File: config.mk
export PLATFORM = sky130hd
export DESIGN_NAME = pulse_width_command_receiver_unit
export DESIGN_NICKNAME = d
export VERILOG_FILES = /design/src/sv/pwcr_pkg.sv /design/src/sv/pwcr_core.sv /design/src/sv/pulse_width_command_receiver_unit.sv
export SDC_FILE = /design/constraint.sdc
export NUM_CORES = 1
export LEC_CHECK = 0
export ABC_CLOCK_PERIOD_IN_PS = 5600
export CORE_MARGIN = 3
export CORE_UTILIZATION = 56
export CTS_CLUSTER_DIAMETER = 80
export CTS_CLUSTER_SIZE = 40
export DETAILED_ROUTE_END_ITERATION = 6
export DONT_BUFFER_PORTS = 1
export PLACE_DENSITY = 0.71
export SLEW_MARGIN = 20
export SYNTH_ARGS = -nofsm -noshare
export SYNTH_HDL_FRONTEND = slang
export SYNTH_SLANG_ARGS = --single-unit
File: constraint.sdc
create_clock -name clock -period 5.6 [get_ports clock]
set_input_delay 0.56 -clock clock [delete_from_list [all_inputs] [get_ports clock]]
set_output_delay 0.56 -clock clock [all_outputs]
set_load 0.005 [all_outputs]
File: src/sv/pwcr_pkg.sv
package pwcr_pkg;

   localparam int PULSE_COUNT_BITS_DEF = 4;
   localparam int FRAME_BITS_DEF       = 8;

   localparam int CSR_INDEX_W = 3;
   localparam int CSR_DATA_W  = 10;

   localparam logic [CSR_INDEX_W-1:0] REG_SHORT_MIN     = 3'd0;
   localparam logic [CSR_INDEX_W-1:0] REG_LONG_MIN      = 3'd1;
   localparam logic [CSR_INDEX_W-1:0] REG_LONG_MAX      = 3'd2;
   localparam logic [CSR_INDEX_W-1:0] REG_PHOTO_CODE    = 3'd3;
   localparam logic [CSR_INDEX_W-1:0] REG_FOCUS_CODE    = 3'd4;
   localparam logic [CSR_INDEX_W-1:0] REG_RELEASE_CODE  = 3'd5;
   localparam logic [CSR_INDEX_W-1:0] REG_RELEASE_TICKS = 3'd6;

   localparam logic [3:0] SHORT_MIN_RST     = 4'd3;
   localparam logic [3:0] LONG_MIN_RST      = 4'd7;
   localparam logic [4:0] LONG_MAX_RST      = 5'd10;
   localparam logic [7:0] PHOTO_CODE_RST    = 8'd1;
   localparam logic [7:0] FOCUS_CODE_RST    = 8'd2;
   localparam logic [7:0] RELEASE_CODE_RST  = 8'd3;
   localparam logic [9:0] RELEASE_TICKS_RST = 10'd256;

   typedef enum logic [1:0] {
      CMD_NONE    = 2'd0,
      CMD_PHOTO   = 2'd1,
      CMD_FOCUS   = 2'd2,
      CMD_RELEASE = 2'd3
   } cmd_type;

   typedef struct packed {
      logic [3:0] short_min;
      logic [3:0] long_min;
      logic [4:0] long_max;
      logic [7:0] photo_code;
      logic [7:0] focus_code;
      logic [7:0] release_code;
      logic [9:0] release_ticks;
   } cfg_type;

   typedef struct packed {
      logic       photo_drive;
      logic       focus_drive;
      logic       byte_done;
      logic [7:0] received_byte;
      cmd_type    matched_command;
   } result_type;

endpackage

File: src/sv/pwcr_core.sv
module pwcr_core #(
   parameter int PULSE_COUNT_BITS = pwcr_pkg::PULSE_COUNT_BITS_DEF,
   parameter int FRAME_BITS       = pwcr_pkg::FRAME_BITS_DEF
) (
   input  logic                 clock,
   input  logic                 reset,
   input  logic                 accept,
   input  logic                 line_high,
   input  logic                 timer_tick,
   input  pwcr_pkg::cfg_type    cfg,
   output pwcr_pkg::result_type result
);

   localparam int BCW   = $clog2(FRAME_BITS + 1);
   localparam int BCX   = (BCW > 4) ? BCW : 4;
   localparam int CMP_W = (PULSE_COUNT_BITS > 5) ? PULSE_COUNT_BITS : 5;

   logic [PULSE_COUNT_BITS-1:0] pulse_count_ff, pulse_count_in;
   logic [BCW-1:0]              bit_count_ff, bit_count_in;
   logic [7:0]                  shift_byte_ff, shift_byte_in;
   logic                        photo_active_ff, photo_active_in;
   logic                        focus_active_ff, focus_active_in;
   logic                        timer_running_ff, timer_running_in;
   logic [9:0]                  timer_value_ff, timer_value_in;

   logic [CMP_W-1:0] count_ext;
   logic [BCX-1:0]   bit_ext;
   logic [7:0]       shown;
   logic             done;
   pwcr_pkg::cmd_type cmd;

   assign count_ext = CMP_W'(pulse_count_ff);
   assign bit_ext   = BCX'(bit_count_ff);

   always_comb begin
      timer_value_in   = timer_value_ff;
      timer_running_in = timer_running_ff;
      photo_active_in  = photo_active_ff;
      focus_active_in  = focus_active_ff;
      pulse_count_in   = pulse_count_ff;
      bit_count_in     = bit_count_ff;
      shift_byte_in    = shift_byte_ff;
      done             = 1'b0;
      cmd              = pwcr_pkg::CMD_NONE;

      if (timer_tick && timer_running_ff) begin
         timer_value_in = timer_value_ff + 10'd1;
         if (timer_value_in >= cfg.release_ticks) begin
            photo_active_in  = 1'b0;
            focus_active_in  = 1'b0;
            timer_running_in = 1'b0;
         end
      end

      if (line_high) begin
         pulse_count_in = pulse_count_ff + 1'b1;
      end else if (pulse_count_ff != '0) begin
         pulse_count_in = '0;
         if (count_ext < CMP_W'(cfg.short_min) || count_ext >= CMP_W'(cfg.long_max)) begin
            shift_byte_in = '0;
            bit_count_in  = '0;
         end else begin
            for (int i = 0; i < 8; i++) begin
               if (count_ext < CMP_W'(cfg.long_min) && bit_ext == BCX'(i)) begin
                  shift_byte_in[i] = 1'b1;
               end
            end
            bit_count_in = bit_count_ff + 1'b1;
         end
      end

      shown = shift_byte_in;

      if (bit_count_in >= BCW'(FRAME_BITS)) begin
         done = 1'b1;
         priority if (shown == cfg.photo_code) begin
            cmd              = pwcr_pkg::CMD_PHOTO;
            photo_active_in  = 1'b1;
            focus_active_in  = 1'b1;
            timer_value_in   = '0;
            timer_running_in = 1'b1;
         end else if (shown == cfg.focus_code) begin
            cmd              = pwcr_pkg::CMD_FOCUS;
            focus_active_in  = 1'b1;
            timer_value_in   = '0;
            timer_running_in = 1'b1;
         end else if (shown == cfg.release_code) begin
            cmd              = pwcr_pkg::CMD_RELEASE;
            photo_active_in  = 1'b0;
            focus_active_in  = 1'b0;
            timer_running_in = 1'b0;
         end else begin
            cmd = pwcr_pkg::CMD_NONE;
         end
         shift_byte_in = '0;
         bit_count_in  = '0;
      end
   end

   always_ff @(posedge clock) begin
      if (reset) begin
         pulse_count_ff   <= '0;
         bit_count_ff     <= '0;
         shift_byte_ff    <= '0;
         photo_active_ff  <= 1'b0;
         focus_active_ff  <= 1'b0;
         timer_running_ff <= 1'b0;
         timer_value_ff   <= '0;
      end else if (accept) begin
         pulse_count_ff   <= pulse_count_in;
         bit_count_ff     <= bit_count_in;
         shift_byte_ff    <= shift_byte_in;
         photo_active_ff  <= photo_active_in;
         focus_active_ff  <= focus_active_in;
         timer_running_ff <= timer_running_in;
         timer_value_ff   <= timer_value_in;
      end
   end

   assign result.photo_drive     = photo_active_in;
   assign result.focus_drive     = focus_active_in;
   assign result.byte_done       = done;
   assign result.received_byte   = shown;
   assign result.matched_command = cmd;

endmodule

File: src/sv/pulse_width_command_receiver_unit.sv
// Output: each result is registered and appears on rsp_ in the cycle after its request transaction.
// Throughput: one transaction per cycle; the single result register frees
//   itself in the cycle it is taken, so req_tready stays high while rsp_tready is.
// Reset: synchronous, active high; clears the decoder state, the result valid
//   and loads the configuration registers with their default values.
module pulse_width_command_receiver_unit #(
   parameter int PULSE_COUNT_BITS = pwcr_pkg::PULSE_COUNT_BITS_DEF,
   parameter int FRAME_BITS       = pwcr_pkg::FRAME_BITS_DEF
) (
   input  logic                             clock,
   input  logic                             reset,
   input  logic                             req_tvalid,
   output logic                             req_tready,
   input  logic [7:0]                       req_tdata,  // line_high, timer_tick
   output logic                             rsp_tvalid,
   input  logic                             rsp_tready,
   output logic [15:0]                      rsp_tdata,  // photo_drive, focus_drive,
                                                        // received_byte, matched_command
   output logic                             rsp_tlast,  // byte_done
   input  logic                             csr_we,
   input  logic [pwcr_pkg::CSR_INDEX_W-1:0] csr_index,
   input  logic [pwcr_pkg::CSR_DATA_W-1:0]  csr_wdata
);

   pwcr_pkg::cfg_type    cfg_ff;
   pwcr_pkg::result_type result;
   pwcr_pkg::result_type rsp_ff;
   logic                 rsp_tvalid_ff, rsp_tvalid_in;
   logic                 accept;

   assign req_tready    = !rsp_tvalid_ff || rsp_tready;
   assign accept        = req_tvalid && req_tready;
   assign rsp_tvalid_in = accept || (rsp_tvalid_ff && !rsp_tready);

   always_ff @(posedge clock) begin
      if (reset) begin
         cfg_ff.short_min     <= pwcr_pkg::SHORT_MIN_RST;
         cfg_ff.long_min      <= pwcr_pkg::LONG_MIN_RST;
         cfg_ff.long_max      <= pwcr_pkg::LONG_MAX_RST;
         cfg_ff.photo_code    <= pwcr_pkg::PHOTO_CODE_RST;
         cfg_ff.focus_code    <= pwcr_pkg::FOCUS_CODE_RST;
         cfg_ff.release_code  <= pwcr_pkg::RELEASE_CODE_RST;
         cfg_ff.release_ticks <= pwcr_pkg::RELEASE_TICKS_RST;
      end else if (csr_we) begin
         unique case (csr_index)
            pwcr_pkg::REG_SHORT_MIN:     cfg_ff.short_min     <= csr_wdata[3:0];
            pwcr_pkg::REG_LONG_MIN:      cfg_ff.long_min      <= csr_wdata[3:0];
            pwcr_pkg::REG_LONG_MAX:      cfg_ff.long_max      <= csr_wdata[4:0];
            pwcr_pkg::REG_PHOTO_CODE:    cfg_ff.photo_code    <= csr_wdata[7:0];
            pwcr_pkg::REG_FOCUS_CODE:    cfg_ff.focus_code    <= csr_wdata[7:0];
            pwcr_pkg::REG_RELEASE_CODE:  cfg_ff.release_code  <= csr_wdata[7:0];
            pwcr_pkg::REG_RELEASE_TICKS: cfg_ff.release_ticks <= csr_wdata[9:0];
            default: ;
         endcase
      end
   end

   pwcr_core #(
      .PULSE_COUNT_BITS (PULSE_COUNT_BITS),
      .FRAME_BITS       (FRAME_BITS)
   ) u_core (
      .clock      (clock),
      .reset      (reset),
      .accept     (accept),
      .line_high  (req_tdata[0]),
      .timer_tick (req_tdata[1]),
      .cfg        (cfg_ff),
      .result     (result)
   );

   always_ff @(posedge clock) begin
      if (reset) begin
         rsp_tvalid_ff <= 1'b0;
      end else begin
         rsp_tvalid_ff <= rsp_tvalid_in;
      end
   end

   always_ff @(posedge clock) begin
      if (accept) begin
         rsp_ff <= result;
      end
   end

   assign rsp_tvalid = rsp_tvalid_ff;
   assign rsp_tlast  = rsp_ff.byte_done;
   assign rsp_tdata  = {4'b0000, rsp_ff.matched_command, rsp_ff.received_byte,
                        rsp_ff.focus_drive, rsp_ff.photo_drive};

endmodule

# ---- After elaboration in Yosys (flattened, before gate mapping)
# Index checks and enable logic that the tools add are counted.
dict set report totals {
  regBits 90
  inputBits 26
  output_inout_bits 19
  elab_cells 119
}
dict set report op_classes {
  n_addsub 3
  order_cmp 5
  eq_ne 16
  n_mux 44
  n_bitwise 1
  n_reduce_logical 29
}
# operator count
set op_table {}
lappend op_table {{two-way mux 10 bit} 4}
lappend op_table {{two-way mux 8 bit} 4}
lappend op_table {{two-way mux 1 bit} 28}
lappend op_table {{== test 8 bit} 3}
lappend op_table {{two-way mux 4 bit} 6}
lappend op_table {{== test 4 x 3 -> 1 bit (second input constant)} 4}
lappend op_table {{AND reduction 2 bit} 8}
lappend op_table {{logical AND 1 bit} 11}
lappend op_table {{adder 10 x 1 -> 10 bit (second input constant)} 1}
lappend op_table {{greater-or-equal comparator 10 bit} 1}
lappend op_table {{== test 3 bit (second input constant)} 3}
lappend op_table {{adder 4 x 1 -> 4 bit (second input constant)} 2}
lappend op_table {{== test 4 x 2 -> 1 bit (second input constant)} 2}
lappend op_table {{less-than comparator 4 bit} 2}
lappend op_table {{== test 3 x 2 -> 1 bit (second input constant)} 2}
lappend op_table {{greater-or-equal comparator 4 x 5 -> 1 bit} 1}
lappend op_table {{== test 4 x 1 -> 1 bit (second input constant)} 1}
lappend op_table {{greater-or-equal comparator 4 bit (second input constant)} 1}
lappend op_table {{logical NOT 4 bit} 1}
lappend op_table {{two-way mux 2 bit} 2}
lappend op_table {{nonzero test 4 bit} 1}
lappend op_table {{== test 3 x 1 -> 1 bit (second input constant)} 1}
lappend op_table {{logical NOT 3 bit} 1}
lappend op_table {{logical OR 1 bit} 3}
lappend op_table {{4 further kinds} 5}

# ---- Depth between registers and ports, before layout
dict set report logic_depth {
  depth_word 11
  depth_mapped 14
  ltp_nobuf 14
}

# ---- By module
# A second synthesis with hierarchy kept.
dict set report unflattened {
  hier_cells 610
  area_unflattened_um2 5424.0
}
# module instances cells_each area_each_um2 seq_area_each_um2
set by_module_without_submodules {}
lappend by_module_without_submodules {pwcr_core 1 403 3011.6 580.6}
lappend by_module_without_submodules {pulse_width_command_receiver_unit 1 207 2412.3 1351.3}

# ---- Least setup slack after synthesis
# OpenSTA, ideal clock, no wires.
dict set report synth_timing {
  path_kind {register -> register}
  start {reg u_core.pulse_count_ff[2]}
  end {reg rsp_ff (netlist bit rsp_tdata[10]) (data pin)}
  setup_time_ns 0.271
  arrival_ns 2.816
  required_ns 5.329
  setup_slack_ns 2.513
  stages_incl_launch_ff 11
  path_buffers 0
  synth_period_minus_slack_ns 3.087
  cell_sequence {dfxtp_1 > ha_1 > a21o_1 > a211oi_4 > a41oi_2 > nor4b_2 > a31oi_1 > a2bb2oi_2 > or4_4 > a21oi_1 > nor2_1}
}
dict set report synth_between {
  elab_chain_cells 10
  word_cells_on_any_way 34
  cone_classes {order compare (4); eq/ne (3); mux (17); reduce/logical (10)}
}
# item line
set synth_lines {}
lappend synth_lines {{start, declared} pwcr_core.sv:18} ;# logic [PULSE_COUNT_BITS-1:0] pulse_count_ff, pulse_count_in;
lappend synth_lines {{start signal, assigned} pwcr_core.sv:110} ;# pulse_count_ff <= pulse_count_in;
lappend synth_lines {{less-than comparator 4 bit} pwcr_core.sv:64} ;# if (count_ext < CMP_W'(cfg.long_min) && bit_ext == BCX'(i)) begin
lappend synth_lines {{logical AND 1 bit} pwcr_core.sv:64}
lappend synth_lines {{two-way mux 1 bit} pwcr_core.sv:64}
lappend synth_lines {{two-way mux 8 bit} pwcr_core.sv:59} ;# if (count_ext < CMP_W'(cfg.short_min) || count_ext >= CMP_W'(cfg.long_max)) begin
lappend synth_lines {{two-way mux 8 bit} pwcr_core.sv:57} ;# end else if (pulse_count_ff != '0) begin
lappend synth_lines {{two-way mux 8 bit} pwcr_core.sv:55} ;# if (line_high) begin
lappend synth_lines {{== test 8 bit} pwcr_core.sv:87} ;# end else if (shown == cfg.release_code) begin
lappend synth_lines {{two-way mux 2 bit} pwcr_core.sv:87}
lappend synth_lines {{two-way mux 2 bit} pwcr_core.sv:82} ;# end else if (shown == cfg.focus_code) begin
lappend synth_lines {{two-way mux 1 bit} pwcr_core.sv:76} ;# priority if (shown == cfg.photo_code) begin
lappend synth_lines {{end signal, assigned} pulse_width_command_receiver_unit.sv:81} ;# rsp_ff <= result;
lappend synth_lines {{end, declared} pulse_width_command_receiver_unit.sv:27} ;# pwcr_pkg::result_type rsp_ff;
# Parallel ways exist; a longest one is shown, timed or not.
# A chain may end at the register's enable or synchronous reset.

# ---- Final worst setup path
dict set report layout_timing {
  start {reg u_core.pulse_count_ff[0]}
  end {reg rsp_ff (netlist bit rsp_tdata[10]) (data pin)}
}
# The elaborated chain is that of the path after synthesis.

==> out/summary.txt <==
first-pass GRT wire length: 18.5 mm
CP required: 5700 ps
vias: 4,124
synth top area cells: dfxtp_1, edfxtp_1, ha_1, nand2_1, a21oi_1
Ys Warns: 0
Clock Pin Slew Worst Setup and Hold Paths: 100 ps
WS Path Type: reg -> reg
status: completed
DR pass1 iterations: 5
area grow syn2layout: 4.36%
vias in the first global route: 3,818
sequential area share after synthesis: 38.4%
DRC: 0
most frequent cells in the layout: nand2_1, dfxtp_1, nor2_1, a21oi_1, inv_1
Worst EP arrival: 3780 ps
endpoints failing setup: 0
Worst Setup End Kind: flop
Yosys top cell area share: 30.7%
cell taking the most area after synthesis: dfxtp_1
Final ANT Viol Nets: 0
Initial DRC Count: 252
Tmin final: 3680 ps
Final Max Tran Viols: 0
postcts setup bufs: 0
LEAKAGE: 1.98 nW
Setup TNS Final: 0 ps
CTS root buf: clkbuf_8
slowest CP cell: o21a_1
final instance area: 5250 µm²
num ports: 45
Skew-Pair Late Insertion Delay: 370 ps
post_cts resized: 0
starting density of the core: 59.4%
antenna fix cells: 0
CTS Buf Count: 9
Setup Skew: 9.31 ps
CP top delay family: compound AO/OA/AOI/OAI gates
FF+latch count, synth: 90
initial antenna violation count: 0
Post-layout nets: 619
Avg Synthesized Cell Area: 8.71 µm²
Yosys cell types: 74
CP Launch Type: flop
Port Buf Inserts: 0
final wirelength: 11.0 mm
Placeable Area: 8460 µm²
Routed wire per std cell: 16.3 µm
Via density: 6.10
final period utilization: 65.7%
CP max stage delay: 690 ps
worst-path cell chain: inv_1 > ha_1 > nand2b_1 > a2111oi_2 > nor4_2 > o21a_1 > a21oi_1 > o311a_1 > or4_4 > a21oi_1 > nor2_1
PD cells: 242 nW/µm²
Post-CTS Hold Buffers: 0
Core Rows: 33
placed cell areas: 5020 µm²
DIE AREA: 10,100 µm²
Cells after Synth: 577
CTS tree: built
Max-cap violations: 0
most common cell after layout, fill and taps aside: nand2_1
Max Fclk: 272 MHz
grt ovf: 0
layout cells sized above 1: 7.53%
Relative slew margins: 39.2%
most used flip-flop cell after synthesis: dfxtp_1
Worst Tran Pin Value: 911 ps
fillers: 729
WP buf/inv: 1
Die Span Y: 101 µm
DP HPWL: 8.00 mm
Clock Path Buffers: 2
RSZ-0062 raised after global routing: false
GRT Util Overall: 23.0%
Peak VDD IR: 124 µV
H-Tree Depth: 3
Die X: 101 µm
GP Congestion: 0.891
Hold Vio Cnt, Final: 0
number of flops mapped to enable cells by yosys: 13
cell area after synthesis: 5030 µm²
worst hold path class: in -> reg
ys async rst share: 0%
clock sink count: 90
critical path peak fanout: 20
largest net degree at the start of global routing: 59
most used cell, CP: a21oi_1
[cell usage after synthesis, types with 3 or more instances]
master	count
buf_4	4
a31oi_1	9
a21oi_1	47
xnor2_1	8
nor3_1	17
o21a_1	4
nand4b_1	5
o211ai_1	9
a41oi_1	3
and3_1	6
nor2_1	53
a41o_2	3
inv_1	32
dfxtp_1	77
nor2b_1	7
nand4_1	7
a22oi_1	3
nand3_1	14
nand2_1	79
mux2i_1	17
nor3b_1	3
edfxtp_1	13
o21ai_0	14
a211o_1	3
nand2b_1	8
clkbuf_1	14
nor4b_1	5
a21o_1	6
xor2_1	22
ha_1	27
or2_2	4
[sequential cells by signal, indices dropped and copies added (netlist names)]
signal / count
cfg_ff: 47
rsp_tdata: 12
rsp_tlast: 1
rsp_tvalid: 1
u_core.bit_count_ff: 4
u_core.focus_active_ff: 1
u_core.photo_active_ff: 1
u_core.pulse_count_ff: 4
u_core.shift_byte_ff: 8
u_core.timer_running_ff: 1
u_core.timer_value_ff: 10
[metrics by stage]
stage                     hold WS (ps)  setup slack [ps]  power, mW  std cells  utilization [%]
after floorplan                    432              2510      0.768        580                -
after global placement             439              1990      0.772        660             59.3
after detailed placement           443              1890      0.776        660             59.3
after CTS                          245              1880       1.27        676             62.0
after global routing               236              1590       1.31        676             62.0
final                              252              1920       1.27        676             62.0
[worst reg2reg max path, cell delays in order (launching register included)]
cell	delay, ps
dfxtp_1	420
inv_1	120
ha_1	270
nand2b_1	110
a2111oi_2	80
nor4_2	500
o21a_1	690
a21oi_1	90
o311a_1	380
or4_4	560
a21oi_1	150
nor2_1	50
[per-layer routing]
metal,share of wire [%],track usage [%]
met5,0,0
met4,3.3,11.2
met3,5.4,4.08
met2,44,34.0
met1,48,32.3
[kinds of logic after synthesis]
family                     after synthesis  share of synthesized area (%)
muxes                                   17                           3.39
adders and majority gates               27                           6.72
other                                    1                         0.0746
buffers and inverters                   57                           5.30
DFF                                     90                           38.4
AOI/OAI and AO/OA                      128                           17.9
and+or+nand+nor                        227                           22.9
xor gates and xnor gates                30                           5.23
[cell type report]
| type | count | area [µm²] | share of cell area [%] |
|---|---|---|---|
| inverters | 32 | 120 | 2.29 |
| multi-input cells | 433 | 2840 | 54.1 |
| clock buffers | 9 | 124 | 2.36 |
| flip-flops and latches | 90 | 1930 | 36.8 |
| well taps | 105 | 131 | 2.50 |
| clock inverters | 7 | 98.8 | 1.88 |
[report_power, final]
part / switching, mW / leakage, nW / internal [mW]
Clock: 0.251 / 0.111 / 0.256
Combinational: 0.0506 / 1.12 / 0.0300
Sequential: 0.0114 / 0.755 / 0.669
Total: 0.313 / 1.98 / 0.955
[worst paths after layout]
kind                                          startpoint                      to  slack, ps  cells past startpoint
worst max register to register  u_core.pulse_count_ff[0]           rsp_tdata[10]       1920                     11
worst min register to register                 cfg_ff[4]               cfg_ff[4]        460                      2
worst min-delay path                               reset  u_core.bit_count_ff[0]        250                      1
worst max-delay path            u_core.pulse_count_ff[0]           rsp_tdata[10]       1920                     11
Note: power is estimated with default switching activity, not from simulation.
